==> src/rtl/core/u8t_pkg.sv <==
// ============================================================================
// u8t_pkg: shared types and constants for the 8N1 UART transceiver
// Holds the request and result payload types, the frame phase encoding,
// the status bundles each half passes up and the bit timer helper.
// ============================================================================
package u8t_pkg;

    // Width of the bit timer and of the bit period register.
    localparam int unsigned CNT_W = 16;

    // Bit period after reset, in ticks per serial bit.
    localparam logic [CNT_W-1:0] BIT_PERIOD_RESET = 16'd104;

    // Configuration address decode: register index taken from paddr[2].
    localparam int unsigned PADDR_W = 3;
    localparam logic REG_BIT_PERIOD = 1'b0;

    // Phases of a serial frame, shared by both halves.
    typedef enum logic [1:0] {
        PH_IDLE  = 2'd0,
        PH_START = 2'd1,
        PH_DATA  = 2'd2,
        PH_STOP  = 2'd3
    } t_phase;

    // One input request: one tick of the serial line.
    typedef struct packed {
        logic       func;
        logic       rx_level;
        logic [7:0] tx_data;
    } t_in_item;

    // One result per tick.
    typedef struct packed {
        logic       tx_line;
        logic       tx_busy;
        logic [7:0] rx_byte;
        logic       rx_valid;
        logic       rx_busy;
    } t_out_item;

    // Status of the transmitter after the current tick.
    typedef struct packed {
        logic line;
        logic busy;
    } t_tx_status;

    // Status of the receiver after the current tick.
    typedef struct packed {
        logic [7:0] rx_byte;
        logic       valid;
        logic       busy;
    } t_rx_status;

    // Result of advancing a bit timer by one tick.
    typedef struct packed {
        logic             done;
        logic [CNT_W-1:0] count;
    } t_timer;

    // Advance a bit timer; the bit ends when count plus one reaches len.
    function automatic t_timer bit_step(input logic [CNT_W-1:0] count,
                                        input logic [CNT_W-1:0] len);
        logic [CNT_W:0] nxt;
        t_timer         res;
        nxt = {1'b0, count} + {{CNT_W{1'b0}}, 1'b1};
        if (nxt >= {1'b0, len}) begin
            res.done  = 1'b1;
            res.count = '0;
        end else begin
            res.done  = 1'b0;
            res.count = nxt[CNT_W-1:0];
        end
        return res;
    endfunction

endpackage

==> src/rtl/core/u8t_tx.sv <==
// ============================================================================
// u8t_tx: 8N1 transmitter state for one tick per enable
// Loads a byte from an idle state on a send request and sends start bit,
// data bits LSB first and stop bit, each for bit_period ticks.
// ============================================================================
module u8t_tx #(
    parameter int unsigned DATA_BITS = 8
) (
    input  logic                        i_clk,
    input  logic                        i_rst_n,
    input  logic                        i_en,
    input  logic                        i_func,
    input  logic [7:0]                  i_tx_data,
    input  logic [u8t_pkg::CNT_W-1:0]   i_bit_period,
    output u8t_pkg::t_tx_status         o_status
);

    localparam logic [2:0] LAST_BIT = 3'(DATA_BITS - 1);

    u8t_pkg::t_phase             r_phase, n_phase;
    logic [2:0]                  r_idx, n_idx;
    logic [7:0]                  r_shift, n_shift;
    logic [u8t_pkg::CNT_W-1:0]   r_cnt, n_cnt;
    u8t_pkg::t_timer             tmr;

    // State registers, advanced once per accepted tick.
    always_ff @(posedge i_clk) begin
        if (!i_rst_n) begin
            r_phase <= u8t_pkg::PH_IDLE;
            r_idx   <= '0;
            r_shift <= '0;
            r_cnt   <= '0;
        end else if (i_en) begin
            r_phase <= n_phase;
            r_idx   <= n_idx;
            r_shift <= n_shift;
            r_cnt   <= n_cnt;
        end
    end

    // Next state and the line level that follows from it.
    always_comb begin
        tmr     = u8t_pkg::bit_step(r_cnt, i_bit_period);
        n_phase = r_phase;
        n_idx   = r_idx;
        n_shift = r_shift;
        n_cnt   = r_cnt;
        unique case (r_phase)
            u8t_pkg::PH_IDLE: begin
                if (i_func) begin
                    n_shift = i_tx_data;
                    n_phase = u8t_pkg::PH_START;
                    n_cnt   = '0;
                    n_idx   = '0;
                end
            end
            u8t_pkg::PH_START: begin
                n_cnt = tmr.count;
                if (tmr.done) begin
                    n_phase = u8t_pkg::PH_DATA;
                    n_idx   = '0;
                end
            end
            u8t_pkg::PH_DATA: begin
                n_cnt = tmr.count;
                if (tmr.done) begin
                    if (r_idx >= LAST_BIT) begin
                        n_phase = u8t_pkg::PH_STOP;
                    end else begin
                        n_idx = r_idx + 3'd1;
                    end
                end
            end
            u8t_pkg::PH_STOP: begin
                n_cnt = tmr.count;
                if (tmr.done) begin
                    n_phase = u8t_pkg::PH_IDLE;
                end
            end
            default: begin
                n_phase = u8t_pkg::PH_IDLE;
            end
        endcase

        // Line is low in the start bit, the data bit in data, high otherwise.
        unique case (n_phase)
            u8t_pkg::PH_START: o_status.line = 1'b0;
            u8t_pkg::PH_DATA:  o_status.line = n_shift[n_idx];
            default:           o_status.line = 1'b1;
        endcase
        o_status.busy = (n_phase != u8t_pkg::PH_IDLE);
    end

endmodule

==> src/rtl/core/u8t_rx.sv <==
// ============================================================================
// u8t_rx: 8N1 receiver state for one tick per enable
// Detects the start bit, waits half a bit, samples the data bits one bit
// apart LSB first, waits to mid stop bit and then reports the byte.
// ============================================================================
module u8t_rx #(
    parameter int unsigned DATA_BITS = 8
) (
    input  logic                        i_clk,
    input  logic                        i_rst_n,
    input  logic                        i_en,
    input  logic                        i_rx_level,
    input  logic [u8t_pkg::CNT_W-1:0]   i_bit_period,
    output u8t_pkg::t_rx_status         o_status
);

    localparam logic [2:0] LAST_BIT = 3'(DATA_BITS - 1);

    u8t_pkg::t_phase             r_phase, n_phase;
    logic [2:0]                  r_idx, n_idx;
    logic [7:0]                  r_shift, n_shift;
    logic [7:0]                  r_last, n_last;
    logic [u8t_pkg::CNT_W-1:0]   r_cnt, n_cnt;
    logic                        n_valid;
    u8t_pkg::t_timer             tmr_half;
    u8t_pkg::t_timer             tmr_full;

    // State registers, advanced once per accepted tick.
    always_ff @(posedge i_clk) begin
        if (!i_rst_n) begin
            r_phase <= u8t_pkg::PH_IDLE;
            r_idx   <= '0;
            r_shift <= '0;
            r_last  <= '0;
            r_cnt   <= '0;
        end else if (i_en) begin
            r_phase <= n_phase;
            r_idx   <= n_idx;
            r_shift <= n_shift;
            r_last  <= n_last;
            r_cnt   <= n_cnt;
        end
    end

    // Next state; the start phase times half a bit, the others a full bit.
    always_comb begin
        tmr_half = u8t_pkg::bit_step(r_cnt, {1'b0, i_bit_period[u8t_pkg::CNT_W-1:1]});
        tmr_full = u8t_pkg::bit_step(r_cnt, i_bit_period);
        n_phase  = r_phase;
        n_idx    = r_idx;
        n_shift  = r_shift;
        n_last   = r_last;
        n_cnt    = r_cnt;
        n_valid  = 1'b0;
        unique case (r_phase)
            u8t_pkg::PH_IDLE: begin
                if (!i_rx_level) begin
                    n_phase = u8t_pkg::PH_START;
                    n_cnt   = '0;
                    n_idx   = '0;
                    n_shift = '0;
                end
            end
            u8t_pkg::PH_START: begin
                n_cnt = tmr_half.count;
                if (tmr_half.done) begin
                    n_phase = u8t_pkg::PH_DATA;
                    n_idx   = '0;
                end
            end
            u8t_pkg::PH_DATA: begin
                n_cnt = tmr_full.count;
                if (tmr_full.done) begin
                    n_shift[r_idx] = r_shift[r_idx] | i_rx_level;
                    if (r_idx >= LAST_BIT) begin
                        n_phase = u8t_pkg::PH_STOP;
                    end else begin
                        n_idx = r_idx + 3'd1;
                    end
                end
            end
            u8t_pkg::PH_STOP: begin
                n_cnt = tmr_full.count;
                if (tmr_full.done) begin
                    n_phase = u8t_pkg::PH_IDLE;
                    n_last  = r_shift;
                    n_valid = 1'b1;
                end
            end
            default: begin
                n_phase = u8t_pkg::PH_IDLE;
            end
        endcase

        o_status.rx_byte = n_last;
        o_status.valid   = n_valid;
        o_status.busy    = (n_phase != u8t_pkg::PH_IDLE);
    end

endmodule

==> src/rtl/core/uart_8n1_transceiver.sv <==
// ============================================================================
// uart_8n1_transceiver: tick-driven 8N1 UART transmitter and receiver
// Each accepted request is one tick of the serial line; each tick yields one
// result with the transmit line, the busy flags and any received byte.
//
//   Channel   Direction  Handshake                      Payload
//   in        request    i_in_valid / o_in_ready        i_in  (t_in_item)
//   out       result     o_out_valid / i_out_ready      o_out (t_out_item)
//   config    APB r/w    psel, penable, pwrite, pready  paddr, pwdata, prdata
//
// One tick is accepted per clock unless the output side stalls; its result
// sits in the output register in the following cycle, and throughput is one.
// The output register alone sets the rate: a new request is taken whenever
// the register is empty or its result is taken in the same cycle.
// When the output side stalls, o_in_ready drops and the state holds.
// Reset is synchronous and active low; bit_period returns to 104.
// ============================================================================
module uart_8n1_transceiver #(
    parameter int unsigned DATA_BITS = 8
) (
    input  logic                             i_clk,
    input  logic                             i_rst_n,
    // Tick requests
    input  logic                             i_in_valid,
    output logic                             o_in_ready,
    input  u8t_pkg::t_in_item                i_in,
    // Results
    output logic                             o_out_valid,
    input  logic                             i_out_ready,
    output u8t_pkg::t_out_item               o_out,
    // Configuration port
    input  logic                             psel,
    input  logic                             penable,
    input  logic                             pwrite,
    input  logic [u8t_pkg::PADDR_W-1:0]      paddr,
    input  logic [31:0]                      pwdata,
    output logic [31:0]                      prdata,
    output logic                             pready
);

    logic                           in_fire;
    logic                           cfg_wr;
    logic [u8t_pkg::CNT_W-1:0]      r_bit_period;
    logic                           r_out_valid;
    u8t_pkg::t_out_item             r_out;
    u8t_pkg::t_tx_status            tx_status;
    u8t_pkg::t_rx_status            rx_status;

    // Configuration register, written in the access phase.
    assign pready = 1'b1;
    assign cfg_wr = psel && penable && pwrite && (paddr[2] == u8t_pkg::REG_BIT_PERIOD);

    always_ff @(posedge i_clk) begin
        if (!i_rst_n) begin
            r_bit_period <= u8t_pkg::BIT_PERIOD_RESET;
        end else if (cfg_wr) begin
            r_bit_period <= pwdata[u8t_pkg::CNT_W-1:0];
        end
    end

    always_comb begin
        if (paddr[2] == u8t_pkg::REG_BIT_PERIOD) begin
            prdata = {16'd0, r_bit_period};
        end else begin
            prdata = '0;
        end
    end

    // Request acceptance: free whenever the result register can take a new value.
    assign o_in_ready = !r_out_valid || i_out_ready;
    assign in_fire    = i_in_valid && o_in_ready;

    u8t_tx #(
        .DATA_BITS    (DATA_BITS)
    ) u_tx (
        .i_clk        (i_clk),
        .i_rst_n      (i_rst_n),
        .i_en         (in_fire),
        .i_func       (i_in.func),
        .i_tx_data    (i_in.tx_data),
        .i_bit_period (r_bit_period),
        .o_status     (tx_status)
    );

    u8t_rx #(
        .DATA_BITS    (DATA_BITS)
    ) u_rx (
        .i_clk        (i_clk),
        .i_rst_n      (i_rst_n),
        .i_en         (in_fire),
        .i_rx_level   (i_in.rx_level),
        .i_bit_period (r_bit_period),
        .o_status     (rx_status)
    );

    // Result register.
    always_ff @(posedge i_clk) begin
        if (!i_rst_n) begin
            r_out_valid <= 1'b0;
        end else if (o_in_ready) begin
            r_out_valid <= i_in_valid;
        end
    end

    always_ff @(posedge i_clk) begin
        if (in_fire) begin
            r_out.tx_line  <= tx_status.line;
            r_out.tx_busy  <= tx_status.busy;
            r_out.rx_byte  <= rx_status.rx_byte;
            r_out.rx_valid <= rx_status.valid;
            r_out.rx_busy  <= rx_status.busy;
        end
    end

    assign o_out_valid = r_out_valid;
    assign o_out       = r_out;

endmodule

==> config.mk <==
export PLATFORM = sky130hd
export DESIGN_NAME = uart_8n1_transceiver
export DESIGN_NICKNAME = d
export VERILOG_FILES = /design/src/rtl/core/u8t_pkg.sv /design/src/rtl/core/u8t_tx.sv /design/src/rtl/core/u8t_rx.sv /design/src/rtl/core/uart_8n1_transceiver.sv
export SDC_FILE = /design/constraint.sdc
export NUM_CORES = 1
export LEC_CHECK = 0
export CAP_MARGIN = 20
export CORE_AREA = 2 2 103 130
export CTS_BUF_LIST = sky130_fd_sc_hd__clkbuf_8
export DETAILED_ROUTE_END_ITERATION = 10
export DIE_AREA = 0 0 105 132
export DONT_BUFFER_PORTS = 1
export GPL_ROUTABILITY_DRIVEN = 1
export SLEW_MARGIN = 10
export SYNTH_ARGS = -nofsm -noshare
export SYNTH_HDL_FRONTEND = slang
export SYNTH_HIERARCHICAL = 1
export SYNTH_SLANG_ARGS = --single-unit
==> constraint.sdc <==
create_clock -name i_clk -period 4.6 [get_ports i_clk]
set_input_delay 1.15 -clock i_clk [delete_from_list [all_inputs] [get_ports i_clk]]
set_output_delay 1.15 -clock i_clk [all_outputs]
set_load 0.01 [all_outputs]
==> results.yml <==
critical_path:
  worstSetupPathDepth: 13
  critPathBufInv: 0
  cp-startpoint: "u_rx/r_cnt[0]"
  required_ps: 4910
  ff2ff_setup_slack_ps: 490
  critPathKind: "flop to flop"
  worst-path-max-fanout: 11
  start_kind: "flop"
  r2r_start: "u_rx/r_cnt[0]"
  endpoint_kind: "flop"
  path_common_cell: "nand3_1"
  cp_slowest_stage_delay_ps: 570
  cp_top_family: "simple AND/OR/NAND/NOR gates"
  r2r_cells: 13
  critPathCapture: "u_rx/r_last[0]"
  r2r-end: "u_rx/r_last[0]"
  cpMaxStageDelayCell: "o311a_1"
  crit_path_cell_trace: "nand3_1 > or2_2 > nor2_1 > nand3_1 > xnor2_1 > ha_1 > nand4_1 > nor4_1 > o31ai_1 > o31ai_4 > o311a_1 > nand2_2 > mux2i_1"
  cp.arrival_ps: 4420
synthesis:
  synth.yosys.seq_area_share: 0.324
  synth.ff_latch_count: 95
  synth_edf_count: 12
  dominantRegCellSynth: "dfxtp_1"
  syn-instance-count: 709
  synth.distinct_cells: 76
  netlist_area_sq_um: 6240
  async_reset_ff_frac: 0
  synth_top_cell_area_share: 0.266
  synth_area_leaders: "dfxtp_1 (27%), ha_1 (11%), nand2_1 (6.0%)"
  syn_area_per_cell_sq_um: 8.80
  synth.largest_area_cell: "dfxtp_1"
  yosys_warnings: 6
clocking:
  h-tree-depth: 3
  cts_buffers: 9
  tritoncts: "built"
  post_cts_buffers: 0
  cts-root-buf: "clkbuf_8"
  clk_pin_slew_worst_paths_ps: 110
  clk_latency_ps: 380
  cts_resized: 0
  clock_path_buffers: 2
  clock_sinks: 95
  cts_hold_buf: 0
routing:
  via_count: 4793
  viasPerCell: 5.56
  ant_nets: 0
  met3_length_microns: 263
  wl_met2_mm: 6.99
  wl_met1_mm: 6.02
  wl_mm: 13.6
  drc: 0
  wl_per_cell_microns: 15.8
  top_layer_used: "met4"
  drt_pass1_iterations: 5
  drtIter0Drc: 151
die:
  fp.dieArea_sq_um: 13900
  placementRows: 46
  die_h_microns: 132
  ios: 99
  core-area_sq_um: 12500
  initial_core_util: 0.497
  fp.dieW_microns: 105
sta:
  max_freq_mhz: 243
  setup_viol: 0
  hold_violations: 0
  period_share: 0.894
  tightest_slew_ps: 1050
  fin_crit_ps: 4110
  rsz0062_at_grt: "false"
  slew_viol_final: 0
  tns_ps: 0
  setup_slack_ps: 489
  slew_headroom: 0.302
  skew_ps: 12.7
placement:
  hpwl_mm: 10.3
  gp_congestion: 0.875
  io_buffers: 0
  place_area_sq_um: 6230
  place_ws_ps: 460
finish:
  num_antenna_cells: 0
  seq_area_sq_um: 2020
  num-fill-cells: 1219
  stdcell_area_sq_um: 6430
  drive_above_1_share: 0.0720
  fin_nets: 794
  multi_input_area_sq_um: 3830
  area_delta_synth_final_pct: 3.07
global_routing:
  grt_max_degree: 90
  grt_pass1_vias: 4607
  grt_first_pass_wirelength_mm: 22.8
  grt_overflow: 0
  antenna_found_initial: 0
  track_usage: 0.202
power:
  power_density_nw_per_um2: 241
  p_leak_uw: 0.00265
  ir_drop_mv: 0.119
hold_path:
  hold_class: "flop to flop"
run:
  maxCapViolations: 0
outcome:
  outcome: "finished clean"
[synth_stat cells, drive strengths merged, types with 8 or more instances]
| library cell | instances |
|---|---|
| xnor2 | 15 |
| dfxtp | 83 |
| a22oi | 16 |
| a21boi | 9 |
| nand4 | 13 |
| buf | 26 |
| nand2 | 101 |
| a21oi | 26 |
| edfxtp | 12 |
| clkbuf | 23 |
| a22o | 11 |
| xor2 | 11 |
| o21ai | 12 |
| inv | 39 |
| mux2 | 8 |
| nand3 | 31 |
| nor2b | 38 |
| ha | 53 |
| nor2 | 31 |
| o22ai | 11 |
| and2 | 9 |
| mux2i | 35 |
[worst min-delay path: stages (launching register included)]
cell and delay, ps:
dfxtp_1 320, nand2_1 50, mux2i_1 60
[metal layers]
metal | GRT usage | vias up
met4 | 0.0874 | 0
met5 | 0 | -
met2 | 0.354 | 68
met3 | 0.0232 | 22
li1 | - | 2435
met1 | 0.250 | 2268
[where the power goes]
group          switching (uW)  internal (uW)
combinational            75.8           46.8
clock                     337            212
sequential               19.7            856
total                     432           1120
[sequential cells by signal, summed over array words and instances, names as in the netlist]
| name | count |
|---|---|
| o_out | 12 |
| o_out_valid | 1 |
| r_bit_period | 16 |
| u_rx/r_cnt | 16 |
| u_rx/r_idx | 3 |
| u_rx/r_last | 8 |
| u_rx/r_phase | 2 |
| u_rx/r_shift | 8 |
| u_tx/r_cnt | 16 |
| u_tx/r_idx | 3 |
| u_tx/r_phase | 2 |
| u_tx/r_shift | 8 |
[cells by family (layout without fill, tap and decap cells)]
logic type               Yosys count  count (layout)  share of synthesized area
multiplexers                      43              43                     0.0706
flip-flops                        95              95                      0.324
buffers and inverters             88              58                     0.0706
adder cells (fa/ha/maj)           53              53                      0.106
XOR/XNOR                          26              26                     0.0365
other                              2              17                    0.00120
AO/OA/AOI/OAI                    128             128                      0.162
AND/OR/NAND/NOR                  274             274                      0.229
[cell type report]
cell class,instances,share of cell area
multi-input combinational,541,0.596
clock inverter,7,0.0113
inverter,39,0.0228
sequential,95,0.314
tap,168,0.0327
clock buffer,9,0.0193
timing repair buffer,3,0.00350
[worst min-delay path by stage]
| stage | from | endpoint | cells after the start | slack, ps |
|---|---|---|---|---|
| global placement | u_rx/r_last[1] | u_rx/r_last[1] | 2 | 440 |
| floorplan | u_rx/r_last[6] | u_rx/r_last[6] | 2 | 430 |
| global route | u_rx/r_last[1] | u_rx/r_last[1] | 2 | 480 |
| detailed placement | u_rx/r_last[4] | u_rx/r_last[4] | 2 | 450 |
| finish | u_rx/r_last[5] | u_rx/r_last[5] | 2 | 460 |
| CTS | u_tx/r_shift[5] | u_tx/r_shift[5] | 2 | 470 |
[layout by cell type, fill, tap and decap left out, drive strengths merged, types with 4 or more instances in the layout]
| master | instances |
|---|---|
| a211oi | 5 |
| a21boi | 9 |
| a21oi | 26 |
| a22o | 11 |
| a22oi | 16 |
| and2 | 9 |
| and2b | 6 |
| and3 | 6 |
| clkbuf | 9 |
| conb | 17 |
| dfxtp | 83 |
| edfxtp | 12 |
| ha | 53 |
| inv | 42 |
| mux2 | 8 |
| mux2i | 35 |
| nand2 | 101 |
| nand2b | 6 |
| nand3 | 31 |
| nand3b | 4 |
| nand4 | 13 |
| nor2 | 31 |
| nor2b | 38 |
| nor3 | 6 |
| nor3b | 4 |
| nor4 | 4 |
| o211a | 4 |
| o211ai | 6 |
| o21ai | 12 |
| o22ai | 11 |
| o31ai | 4 |
| or2 | 5 |
| xnor2 | 15 |
| xor2 | 11 |
[per-stage QoR]
stage               hold WS [ps]  std cells  total power, uW   util
finish                       464        862             1550  0.513
global route                 479        862             1620  0.513
CTS                          469        862             1560  0.513
detailed placement           454        846             1020  0.497
global placement             443        846             1010  0.497
floorplan                    434        724             1010      -
Note: power is estimated with default switching activity, not from simulation.
